**src/hw/rtl/can_mfr_pkg.sv**
```systemverilog
// ----------------------------------------------------------------------------
// can_mfr_pkg
// Shared types and constants of the CAN multiframe reassembler: frame tags,
// decoded operation codes and the command word passed from the decoder.
// ----------------------------------------------------------------------------
package can_mfr_pkg;

	// frame type tags carried in the first payload byte
	localparam logic [7:0] TAG_SINGLE = 8'h31;
	localparam logic [7:0] TAG_START  = 8'h10;
	localparam logic [7:0] TAG_DATA   = 8'h21;
	localparam logic [7:0] TAG_END    = 8'h22;

	// payload bytes per frame
	localparam int unsigned FRAME_PAY = 7;

	// decoded operation of one word
	typedef enum logic [2:0] {
		OP_NONE,
		OP_READ,
		OP_SINGLE,
		OP_START,
		OP_DATA,
		OP_END
	} op_t;

	// decoder result: operation and byte count of an end frame
	typedef struct packed {
		op_t        op;
		logic [3:0] end_len;
	} cmd_t;

endpackage

```
**src/hw/rtl/can_mfr_ram.sv**
```systemverilog
// ----------------------------------------------------------------------------
// can_mfr_ram
// Generic single-write, single-read RAM with registered read data. The read
// data register holds its value while re is low.
// ----------------------------------------------------------------------------
module can_mfr_ram #(
	parameter int WIDTH = 8,
	parameter int DEPTH = 32
) (
	input  logic                     clk,
	input  logic                     we,
	input  logic [$clog2(DEPTH)-1:0] waddr,
	input  logic [WIDTH-1:0]         wdata,
	input  logic                     re,
	input  logic [$clog2(DEPTH)-1:0] raddr,
	output logic [WIDTH-1:0]         rdata
);

	logic [WIDTH-1:0] mem_q [DEPTH];

	// write port
	always_ff @(posedge clk) begin
		if (we) begin
			mem_q[waddr] <= wdata;
		end
	end

	// registered read port
	always_ff @(posedge clk) begin
		if (re) begin
			rdata <= mem_q[raddr];
		end
	end

endmodule

```
**src/hw/rtl/can_mfr_decode.sv**
```systemverilog
// ----------------------------------------------------------------------------
// can_mfr_decode
// Classifies one input word (read request or frame type) and finds how many
// payload bytes an end frame carries: up to and including the last nonzero.
// ----------------------------------------------------------------------------
module can_mfr_decode (
	input  logic               kind,
	input  logic [7:0]         tag_byte,
	input  logic [6:0][7:0]    pay,
	output can_mfr_pkg::cmd_t  cmd
);

	import can_mfr_pkg::*;

	// operation from kind and tag; last nonzero payload byte, plus one
	// (zero when all bytes are zero)
	always_comb begin
		cmd.op      = OP_NONE;
		cmd.end_len = 4'd0;
		if (kind) begin
			cmd.op = OP_READ;
		end else begin
			case (tag_byte)
				TAG_SINGLE: cmd.op = OP_SINGLE;
				TAG_START:  cmd.op = OP_START;
				TAG_DATA:   cmd.op = OP_DATA;
				TAG_END:    cmd.op = OP_END;
				default:    cmd.op = OP_NONE;
			endcase
		end
		for (int i = 0; i < FRAME_PAY; i++) begin
			if (pay[i] != 8'h00) begin
				cmd.end_len = 4'(i + 1);
			end
		end
	end

endmodule

```
**src/hw/rtl/can_multiframe_reassembler_top.sv**
```systemverilog
// ----------------------------------------------------------------------------
// can_multiframe_reassembler_top
// Rebuilds segmented messages from tagged CAN frames and serves byte reads.
// ----------------------------------------------------------------------------
// Usage:
//   Request channel (req_valid/req_ready): kind = 0 carries a frame (tag_byte
//   and pay0..pay6), kind = 1 reads the buffer byte at read_index.
//   Response channel (rsp_valid/rsp_ready): one word per request with the
//   complete flag and fill count after the request, and read_byte (zero for
//   frames and for positions never written since the last start frame).
//   rsp_valid rises once the request has passed the input and result
//   registers; one request is taken every cycle while rsp_ready is high.
//   The buffer is eight byte-wide banks interleaved on the low address
//   bits, so the payload bytes of a frame plus the terminating zero of an
//   end frame are written in the same cycle, at most one write per bank.
//   A high-water mark tells which bytes have been written since the last
//   start frame; bytes at or above it read as zero, so neither reset nor a start
//   frame needs a clearing pass and requests are taken right after reset.
//   Reset clears the fill count, complete flag, mark and both stage valids.
//   When rsp_ready is low the response is held and the input stage takes one
//   more request, then req_ready drops until the response is taken.
// ----------------------------------------------------------------------------
module can_multiframe_reassembler_top #(
	parameter int BUF_BYTES = 256
) (
	input  logic       clk,
	input  logic       arst_n,
	input  logic       req_valid,
	output logic       req_ready,
	input  logic       kind,
	input  logic [7:0] tag_byte,
	input  logic [7:0] pay0,
	input  logic [7:0] pay1,
	input  logic [7:0] pay2,
	input  logic [7:0] pay3,
	input  logic [7:0] pay4,
	input  logic [7:0] pay5,
	input  logic [7:0] pay6,
	input  logic [7:0] read_index,
	output logic       rsp_valid,
	input  logic       rsp_ready,
	output logic       complete,
	output logic [8:0] length,
	output logic [7:0] read_byte
);

	import can_mfr_pkg::*;

	localparam int NBANK = 8;
	localparam int AW    = $clog2(BUF_BYTES);
	localparam int CW    = AW + 1;
	localparam int WW    = CW + 1;
	localparam int DEPTH = (BUF_BYTES + NBANK - 1) / NBANK;
	localparam int RW    = $clog2(DEPTH);
	localparam int IW    = (CW > 8) ? CW : 8;

	// input stage
	logic           valid_s1;
	logic           kind_s1;
	logic [7:0]     tag_s1;
	logic [6:0][7:0] pay_s1;
	logic [7:0]     idx_s1;

	// message state
	logic [CW-1:0]  fill_q;
	logic [CW-1:0]  hw_q;
	logic           complete_q;

	// result stage
	logic           valid_s2;
	logic           complete_s2;
	logic [8:0]     length_s2;
	logic           hit_s2;
	logic [2:0]     bank_s2;

	logic           advance;
	logic           go;
	cmd_t           cmd;

	// next state
	logic [WW-1:0]  fill_w;
	logic [WW-1:0]  hw_w;
	logic [WW-1:0]  buf_w;
	logic [WW-1:0]  data_top;
	logic [WW-1:0]  end_top;
	logic [WW-1:0]  end_mark;
	logic [WW-1:0]  base_w;
	logic           room;
	logic           frame_ok;
	logic [3:0]     wr_lim;
	logic [3:0]     dat_lim;
	logic [CW-1:0]  fill_d;
	logic [CW-1:0]  hw_d;
	logic           complete_d;

	// bank ports
	logic [7:0][7:0]        pay8;
	logic [NBANK-1:0]       we;
	logic [NBANK-1:0][2:0]  k_b;
	logic [NBANK-1:0][WW-1:0] addr_b;
	logic [NBANK-1:0][RW-1:0] waddr;
	logic [NBANK-1:0][7:0]  wdata;
	logic [NBANK-1:0][7:0]  rdata;

	// read path
	logic [IW-1:0]  idx_w;
	logic [IW-1:0]  hw_x;
	logic [RW-1:0]  rd_row;
	logic           rd_hit;
	logic           re;

	// handshake
	assign advance   = !valid_s2 || rsp_ready;
	assign go        = valid_s1 && advance;
	assign req_ready = !valid_s1 || advance;

	// input register
	always_ff @(posedge clk or negedge arst_n) begin
		if (!arst_n) begin
			valid_s1 <= 1'b0;
		end else if (req_valid && req_ready) begin
			valid_s1 <= 1'b1;
		end else if (advance) begin
			valid_s1 <= 1'b0;
		end
	end

	always_ff @(posedge clk) begin
		if (req_valid && req_ready) begin
			kind_s1 <= kind;
			tag_s1  <= tag_byte;
			pay_s1  <= {pay6, pay5, pay4, pay3, pay2, pay1, pay0};
			idx_s1  <= read_index;
		end
	end

	can_mfr_decode u_decode (
		.kind     (kind_s1),
		.tag_byte (tag_s1),
		.pay      (pay_s1),
		.cmd      (cmd)
	);

	// sums for the room check and the new mark
	assign fill_w   = WW'(fill_q);
	assign hw_w     = WW'(hw_q);
	assign buf_w    = WW'(BUF_BYTES);
	assign data_top = fill_w + WW'(FRAME_PAY);
	assign room     = data_top <= buf_w;
	assign end_top  = fill_w + WW'(cmd.end_len) + WW'(1);
	assign end_mark = (end_top > buf_w) ? buf_w : end_top;

	// state update and write window per operation
	always_comb begin
		fill_d     = fill_q;
		hw_d       = hw_q;
		complete_d = complete_q;
		frame_ok   = 1'b0;
		base_w     = fill_w;
		wr_lim     = 4'd0;
		dat_lim    = 4'd0;
		case (cmd.op)
			OP_SINGLE: begin
				frame_ok   = 1'b1;
				base_w     = '0;
				fill_d     = CW'(FRAME_PAY);
				complete_d = 1'b1;
				wr_lim     = 4'(FRAME_PAY);
				dat_lim    = 4'(FRAME_PAY);
				if (hw_q < CW'(FRAME_PAY)) begin
					hw_d = CW'(FRAME_PAY);
				end
			end
			OP_START: begin
				frame_ok   = 1'b1;
				base_w     = '0;
				fill_d     = CW'(FRAME_PAY);
				complete_d = 1'b0;
				hw_d       = CW'(FRAME_PAY);
				wr_lim     = 4'(FRAME_PAY);
				dat_lim    = 4'(FRAME_PAY);
			end
			OP_DATA: begin
				if (room) begin
					frame_ok = 1'b1;
					fill_d   = CW'(data_top);
					wr_lim   = 4'(FRAME_PAY);
					dat_lim  = 4'(FRAME_PAY);
					if (data_top > hw_w) begin
						hw_d = CW'(data_top);
					end
				end
			end
			OP_END: begin
				if (room) begin
					frame_ok   = 1'b1;
					fill_d     = CW'(fill_w + WW'(cmd.end_len));
					complete_d = 1'b1;
					wr_lim     = cmd.end_len + 4'd1;
					dat_lim    = cmd.end_len;
					if (end_mark > hw_w) begin
						hw_d = CW'(end_mark);
					end
				end
			end
			default: begin
			end
		endcase
	end

	// byte k goes to bank (base + k) mod 8; the end zero is byte k = end_len
	assign pay8 = {8'h00, pay_s1};

	for (genvar b = 0; b < NBANK; b++) begin : g_bank
		assign k_b[b]    = 3'(b) - base_w[2:0];
		assign addr_b[b] = base_w + WW'(k_b[b]);
		assign we[b]     = go && frame_ok && ({1'b0, k_b[b]} < wr_lim)
		                   && (addr_b[b] < buf_w);
		assign waddr[b]  = addr_b[b][RW+2:3];
		assign wdata[b]  = ({1'b0, k_b[b]} < dat_lim) ? pay8[k_b[b]] : 8'h00;

		can_mfr_ram #(
			.WIDTH (8),
			.DEPTH (DEPTH)
		) u_ram (
			.clk   (clk),
			.we    (we[b]),
			.waddr (waddr[b]),
			.wdata (wdata[b]),
			.re    (re),
			.raddr (rd_row),
			.rdata (rdata[b])
		);
	end

	// read request: bytes at or above the mark read as zero
	assign idx_w  = IW'(idx_s1);
	assign hw_x   = IW'(hw_q);
	assign rd_row = idx_w[RW+2:3];
	assign rd_hit = (cmd.op == OP_READ) && (idx_w < hw_x);
	assign re     = go && (cmd.op == OP_READ);

	// message state registers
	always_ff @(posedge clk or negedge arst_n) begin
		if (!arst_n) begin
			fill_q     <= '0;
			hw_q       <= '0;
			complete_q <= 1'b0;
		end else if (go) begin
			fill_q     <= fill_d;
			hw_q       <= hw_d;
			complete_q <= complete_d;
		end
	end

	// result register
	always_ff @(posedge clk or negedge arst_n) begin
		if (!arst_n) begin
			valid_s2 <= 1'b0;
		end else if (advance) begin
			valid_s2 <= valid_s1;
		end
	end

	always_ff @(posedge clk) begin
		if (go) begin
			complete_s2 <= complete_d;
			length_s2   <= 9'(fill_d);
			hit_s2      <= rd_hit;
			bank_s2     <= idx_s1[2:0];
		end
	end

	assign rsp_valid = valid_s2;
	assign complete  = complete_s2;
	assign length    = length_s2;
	assign read_byte = hit_s2 ? rdata[bank_s2] : 8'h00;

	// fill count never passes the written mark, so bytes below it are live
	a_fill_below_mark: assert property (@(posedge clk) disable iff (!arst_n)
		fill_q <= hw_q)
		else $error("fill count above high-water mark");

	a_mark_in_buffer: assert property (@(posedge clk) disable iff (!arst_n)
		hw_q <= CW'(BUF_BYTES))
		else $error("high-water mark beyond buffer");

	a_start_resets: assert property (@(posedge clk) disable iff (!arst_n)
		go && (cmd.op == OP_START) |=>
			(fill_q == CW'(FRAME_PAY)) && (hw_q == CW'(FRAME_PAY)) && !complete_q)
		else $error("start frame did not reopen the message");

	a_write_only_on_go: assert property (@(posedge clk) disable iff (!arst_n)
		!go |-> (we == '0))
		else $error("bank write without an advancing word");

endmodule
```
**config.mk**
```make
export PLATFORM = sky130hd
export DESIGN_NAME = can_multiframe_reassembler_top
export DESIGN_NICKNAME = d
export VERILOG_FILES = /design/src/hw/rtl/can_mfr_pkg.sv /design/src/hw/rtl/can_mfr_ram.sv /design/src/hw/rtl/can_mfr_decode.sv /design/src/hw/rtl/can_multiframe_reassembler_top.sv
export SDC_FILE = /design/constraint.sdc
export NUM_CORES = 2
export LEC_CHECK = 0
export BUFFER_PORTS_ARGS = -buffer_cell sky130_fd_sc_hd__buf_4
export CORE_MARGIN = 1
export CORE_UTILIZATION = 54
export CTS_CLUSTER_DIAMETER = 100
export DETAILED_ROUTE_END_ITERATION = 10
export GPL_ROUTABILITY_DRIVEN = 0
export PLACE_DENSITY = 0.7
export SETUP_SLACK_MARGIN = 0.3
export SLEW_MARGIN = 20
export SYNTH_ARGS = -nofsm -noshare
export SYNTH_HDL_FRONTEND = slang
export SYNTH_SLANG_ARGS = --single-unit
```
**constraint.sdc**
```tcl
create_clock -name clk -period 8.7 [get_ports clk]
set_clock_uncertainty 0.05 [all_clocks]
set_input_delay 1.74 -clock clk [delete_from_list [all_inputs] [get_ports clk]]
set_output_delay 1.74 -clock clk [all_outputs]
set_load 0.005 [all_outputs]
```
---- Yosys cells after proc, flatten, opt, wreduce, memory -nomap -nowiden ----
Memory sizes are Yosys's and may differ from the RTL's. A register that Yosys moved wholly into a read port is not among the register bits.
Index checks and enable logic that the tools add are counted.
word-level totals
  flip-flop bits (word level) ............. 108
  bits in writable memories ............... 2048
  bits of input ports ..................... 77
  output and inout port bits .............. 20
  word-level logic and storage cells ...... 211
  memories kept ........................... 8
cells by class
  add/subtract/negate cells ............... 20
  order comparisons ....................... 39
  equal/unequal tests ..................... 14
  muxes and demuxes ....................... 74
  reduce and logical (&&, ||, !) cells .... 37
memory list
  memory                 depth  width  rd ports  clocked after memory_dff  write ports  RTL line           text
  g_bank[0].u_ram.mem_q  32     8      1         1                         1            can_mfr_ram.sv:19  logic [WIDTH-1:0] mem_q [DEPTH];
  g_bank[1].u_ram.mem_q  32     8      1         1                         1            can_mfr_ram.sv:19
  g_bank[2].u_ram.mem_q  32     8      1         1                         1            can_mfr_ram.sv:19
  g_bank[3].u_ram.mem_q  32     8      1         1                         1            can_mfr_ram.sv:19
  g_bank[4].u_ram.mem_q  32     8      1         1                         1            can_mfr_ram.sv:19
  g_bank[5].u_ram.mem_q  32     8      1         1                         1            can_mfr_ram.sv:19
  +2 memories            --     --     --        --                        --           --
operators by type and width
  kind                                                                                number
  8-bit binary-select mux with 3-bit select                                           9
  8-bit two-way mux                                                                   18
  10-bit by 3-bit adder with 10-bit output                                            8
  10-bit by 9-bit < comparator with 1-bit output (second input constant)              8
  9-bit two-way mux                                                                   8
  3-bit by 4-bit < comparator with 1-bit output                                       16
  8-bit nonzero test                                                                  7
  3-bit by 4-bit < comparator with 1-bit output (second input constant)               9
  9-bit one-hot mux with 4 select lines                                               1
  9-bit one-hot mux with 3 select lines                                               1
  8-bit by 6-bit == test with 1-bit output (second input constant)                    3
  4-bit one-hot mux with 3 select lines                                               2
  1-bit logical AND                                                                   21
  1-bit two-way mux                                                                   21
  10-bit by 9-bit greater-than comparator with 1-bit output                           2
  3-bit two-way mux                                                                   6
  3-bit one-hot mux with 4 select lines                                               1
  3-bit subtractor (first input constant)                                             4
  10-bit by 1-bit adder with 10-bit output (second input constant)                    1
  9-bit by 3-bit adder with 10-bit output (second input constant)                     1
  9-bit by 4-bit adder with 10-bit output                                             1
  10-bit by 9-bit greater-than comparator with 1-bit output (second input constant)   1
  10-bit by 9-bit less-or-equal comparator with 1-bit output (second input constant)  1
  10-bit two-way mux                                                                  1
  20 further kinds                                                                    33

---- Logic depth before layout (Yosys ltp) ----
  depth in word-level cells ............... 16
  depth in mapped cells ................... 27
  mapped depth without buffers ............ 26

---- Hierarchy ----
Synthesis repeated with hierarchy kept, for this count alone.
unflattened totals
  cell total of the unflattened synthesis .. 4515
  area, all modules ....................... 91515.3 um^2
by module, submodules not included
  module                          instances  cells each  area each (um^2)  seq. area each (um^2)
  can_mfr_ram                     8          417         10133.5           7927.6
  can_multiframe_reassembler_top  1          1136        10197.3           3138.0
  can_mfr_decode                  1          43          250.2             0.0

---- Worst setup path before layout ----
OpenSTA, ideal clock, no wires.
  kind .................................... register to register
  from .................................... register tag_s1[2]
  to ...................................... memory g_bank[2].u_ram.mem_q[0][7], data pin
  library setup time ...................... 467 ps
  arrival time ............................ 5566 ps
  data required time ...................... 8183 ps
  slack ................................... 2617 ps
  cell stages (with the launch flop) ...... 18
  clock period less this slack ............ 6083 ps
  cells stage by stage .................... edfxtp_1 > nor4_1 > and3_1 > clkbuf_1 > nand2_1 > nand2_1 > buf_2 > buf_2 > clkbuf_1 > ha_1 > clkbuf_1 > clkinv_1 > buf_1 > ha_1 > or2_2 > a21oi_1 > a21oi_1 > a211oi_1
between the ends
  word-level cells in the longest chain between the ends .. 10
ends and longest elaborated chain
  item                                                                                                         RTL line                               text
  start, declared                                                                                              can_multiframe_reassembler_top.sv:60   logic [7:0] tag_s1;
  start signal, assigned                                                                                       can_multiframe_reassembler_top.sv:131  tag_s1 <= tag_byte;
  8-bit by 6-bit == test with 1-bit output / 8-bit by 5-bit == test with 1-bit output (equally long branches)  can_mfr_decode.sv:23                   case (tag_byte)
  3-bit one-hot mux with 4 select lines *                                                                      can_mfr_decode.sv:23
  3-bit two-way mux *                                                                                          can_mfr_decode.sv:20                   if (kind) begin
  3-bit by 2-bit == test with 1-bit output                                                                     can_multiframe_reassembler_top.sv:162  case (cmd.op)
  2-bit OR reduction (no line)                                                                                 --
  9-bit two-way mux                                                                                            can_multiframe_reassembler_top.sv:162
  2-bit by 3-bit subtractor with 3-bit output                                                                  can_multiframe_reassembler_top.sv:215  assign k_b[b] = 3'(b) - base_w[2:0];
  8-bit binary-select mux with 3-bit select                                                                    can_multiframe_reassembler_top.sv:220  assign wdata[b] = ({1'b0, k_b[b]} < dat_lim) ? pay8[k_b[b]] : 8'h00;
  8-bit two-way mux (implied by the code)                                                                      can_multiframe_reassembler_top.sv:220
  8-bit two-way mux *                                                                                          can_multiframe_reassembler_top.sv:220
  net g_bank[2].u_ram.wdata[7]                                                                                 can_mfr_ram.sv:13                      input logic [WIDTH-1:0] wdata,
  end, declared                                                                                                can_mfr_ram.sv:19
The timed path passes the listed nets; every way through them passes the cells marked *. The select of a mux whose other input is x is not followed.

---- Worst setup path after layout ----
  from .................................... register tag_s1[2]
  to ...................................... memory g_bank[6].u_ram.mem_q[22][5], enable pin
between the ends
  word-level cells in the longest chain between the ends .. 12
ends and longest elaborated chain
  item                                                                                                              RTL line                                                                      text
  8-bit by 6-bit == test with 1-bit output / 8-bit by 5-bit == test with 1-bit output (equally long branches)       can_mfr_decode.sv:23
  3-bit one-hot mux with 4 select lines *                                                                           can_mfr_decode.sv:23
  3-bit two-way mux *                                                                                               can_mfr_decode.sv:20
  3-bit by 2-bit == test with 1-bit output                                                                          can_multiframe_reassembler_top.sv:162
  2-bit OR reduction (no line)                                                                                      --
  9-bit two-way mux                                                                                                 can_multiframe_reassembler_top.sv:162
  3-bit subtractor                                                                                                  can_multiframe_reassembler_top.sv:215
  10-bit by 3-bit adder with 10-bit output / 3-bit by 4-bit < comparator with 1-bit output (equally long branches)  can_multiframe_reassembler_top.sv:216, can_multiframe_reassembler_top.sv:217
  10-bit by 9-bit < comparator with 1-bit output / 1-bit logical AND (equally long branches)                        can_multiframe_reassembler_top.sv:218, can_multiframe_reassembler_top.sv:217
  1-bit logical AND                                                                                                 can_multiframe_reassembler_top.sv:218                                         && (addr_b[b] < buf_w);
  1-bit two-way mux                                                                                                 can_mfr_ram.sv:23                                                             if (we) begin
  1-bit two-way mux (implied by the code)                                                                           can_mfr_ram.sv:24                                                             mem_q[waddr] <= wdata;
  end, declared                                                                                                     can_mfr_ram.sv:19
Mark *: on every way between the ends. The rest lies on a longest branch, timed or not.

==> impl_metrics.ini <==
[synth]
syn_nets = 4822
synthDistinctLibCells = 85
ys.flop_type = edfxtp_1
syn-cell-area_um2 = 92110
synth_top_cells_by_area = edfxtp_1 (72%), mux4_2 (16%), nor2_1 (1.2%)
synth_largest_area_cell = edfxtp_1
async_flop_share_pct = 0.9459
seq_area_frac_synth_pct = 72.26
yosys_warnings = 0
ys_seq_elements = 2220
syn_area_per_cell_um2 = 19.71
synth_edf_count = 2199
synthCells = 4673
synth_top_area_share_pct = 71.69

[sta]
finalCritPeriodShare_pct = 79.09
drv_slew = 0
rsz0062_at_grt = no
fmax_ghz = 0.1453
hold-worst-slack_ns = 0.4694
slew_headroom_pct = 21.63
tns_ns = 0
setup_viol = 0
tightest_slew_ns = 1.171
post-route-min-period_ns = 6.881
final_hold_viol_count = 0

[floorplan]
num_io_pins = 97
initial_core_util_pct = 54.35
core_area_um2 = 169500
die-area_um2 = 172200
die_h_um = 415
num_rows = 151
die_w_um = 415

[setup_path]
crit_arrival_ns = 7.32
reg2reg_to = g_bank[6].u_ram.mem_q[22][5]
r2r-start = tag_s1[2]
cp-end-kind = register
worst_path_max_delay_cell = nor2_1
cp_max_fo = 49
critPathKind = register to register
cp-endpoint = g_bank[6].u_ram.mem_q[22][5]
critPathLaunch = tag_s1[2]
r2r_slack_ns = 1.82
required_ns = 9.14
cpPeakStageDelay_ns = 0.70
cp-start-kind = register
rr_worst_depth = 14
worstPathCellList = nor4_1 > and3_1 > nand2_2 > nand2_2 > buf_4 > ha_1 > buf_4 > clkinv_1 > ha_1 > a21oi_1 > a21oi_1 > nor4_2 > o211ai_1 > nor2_1

[layout]
multi_input_area_um2 = 25350
drive_gt1_share_pct = 30.05
final_common_cell = edfxtp_1
final_util_pct = 61.59
fill_cells = 11430
area_delta_synth_final_pct = 13.33
fin_cells = 7354
register_area_um2 = 66560
nets = 5102
final_cell_mix = edfxtp_1 (2199), mux4_2 (656), buf_4 (320)

[clock_tree]
post_cts.repair.setup_buffers = 0
ctsResizeCount = 0
cts_tree = built
hold_buffers = 0
clockBufferDepth = 3
clkSinkCount = 2220
clkTransAtPathRegs_ns = 0.06
clk_latency_ns = 0.89
cts_inserted_buffers = 211
htree_levels = 4
clock-root-buffer = clkbuf_16

[route]
wire_per_inst_um = 31.24
num_vias = 48310
drc = 0
ant_nets = 0
viasPerCell = 6.570
drtPass1Iterations = 6
drt-total-wl_um = 229700
first_iter_violations = 5555

[placement]
dp.cells = 6958
port_buffers = 96
post-dp-hpwl_um = 150500

[min_path]
hp-class = register to register

[power_and_ir_drop]
power.density_nw_per_um2 = 234.8
total_power_w = 0.02451
leakage_nw = 33.76
vdd_drop_max_mv = 0.1918

[grt]
grt_pass1_vias = 47900
antenna_found_initial = 9
grt_util_all_layers_pct = 26.92
grt_pass1_wl_um = 335000
grt_overflow = 0
grt_max_degree = 142

[flow_run]
cap_violations = 0

[outcome]
outcome = finished clean
[worst max-delay path: cells and delay by family, from the launching register on]
| family | cells | cell delay (ns) |
|---|---|---|
| simple gates | 6 | 3.03 |
| buf+inv | 3 | 1.49 |
| compound gates | 3 | 0.78 |
| flops | 1 | 0.39 |
| fa+ha+maj | 2 | 0.70 |
[cell families after synthesis]
logic type / synth area share, %
xor+xnor: 0.5420
buf+inv: 1.243
flops: 72.26
compound gates: 2.360
mux: 17.98
simple gates: 4.631
fa+ha+maj: 0.9862
[through the flow]
step / area (µm²) / setup slack [ns]
final: 104400 / 1.819
after global routing: 104400 / 1.435
after CTS: 104200 / 1.886
after detailed placement: 97240 / 1.917
after global placement: 97220 / 2.148
after floorplan: 92110 / 2.617
[synth_stat cells, types with 22 or more instances]
cell and instances:
edfxtp_1 2199, a211oi_1 33, mux2_2 74, buf_1 70
o21ai_0 55, nand3_1 38, clkbuf_1 177, xor2_1 25
nor4_1 145, nand2_1 199, a21oi_1 86, nor3_1 56
mux4_2 656, ha_1 71, and3_1 23, a31oi_1 25
xnor2_1 32, mux2i_1 95, nor2_1 286, nor2b_1 23
inv_1 29, nand2b_1 22
[area by class of cell]
| class | instances | area share (%) |
|---|---|---|
| Multi-Input combinational cell | 2155 | 24.29 |
| Inverter | 36 | 0.1295 |
| Antenna cell | 4 | 0.009589 |
| Timing Repair Buffer | 329 | 2.474 |
| Sequential cell | 2220 | 63.77 |
| Clock buffer | 246 | 5.184 |
| Tap cell | 2218 | 2.659 |
| Clock inverter | 146 | 1.488 |
[flip-flops by register name (all words and copies together) (netlist names), 3 cells and up]
| register | cells |
|---|---|
| hw_q | 9 |
| fill_q | 9 |
| length | 9 |
| idx_s1 | 8 |
| bank_s2 | 3 |
| g_bank.u_ram.rdata | 64 |
| tag_s1 | 8 |
| g_bank.u_ram.mem_q | 2048 |
| pay8 | 56 |
[worst min path at each step]
stage          startpoint    endpoint  slack, ns  cells past startpoint
6_report       complete_q  complete_q       0.47                      2
2_1_floorplan   idx_s1[0]  bank_s2[0]       0.37                      0
5_1_grt        complete_q  complete_q       0.52                      2
4_1_cts        complete_q  complete_q       0.47                      2
3_5_place_dp   complete_q  complete_q       0.45                      2
3_3_place_gp   complete_q  complete_q       0.44                      2
[per-layer routing]
layer	global-route usage [%]	part of all wire (%)
met1	37.31	38
met2	42.41	48
met3	4.563	8.4
met4	12.16	4.9
met5	0	0.0057
[report_power, final]
part | total, W | switching [W] | leakage [nW] | internal (W)
Sequential | 0.0124 | 0.0000853 | 20.8 | 0.0123
Combinational | 0.00296 | 0.00206 | 9.63 | 0.000899
Clock | 0.00913 | 0.00404 | 3.36 | 0.00509
Note: power is estimated with default switching activity, not from simulation.
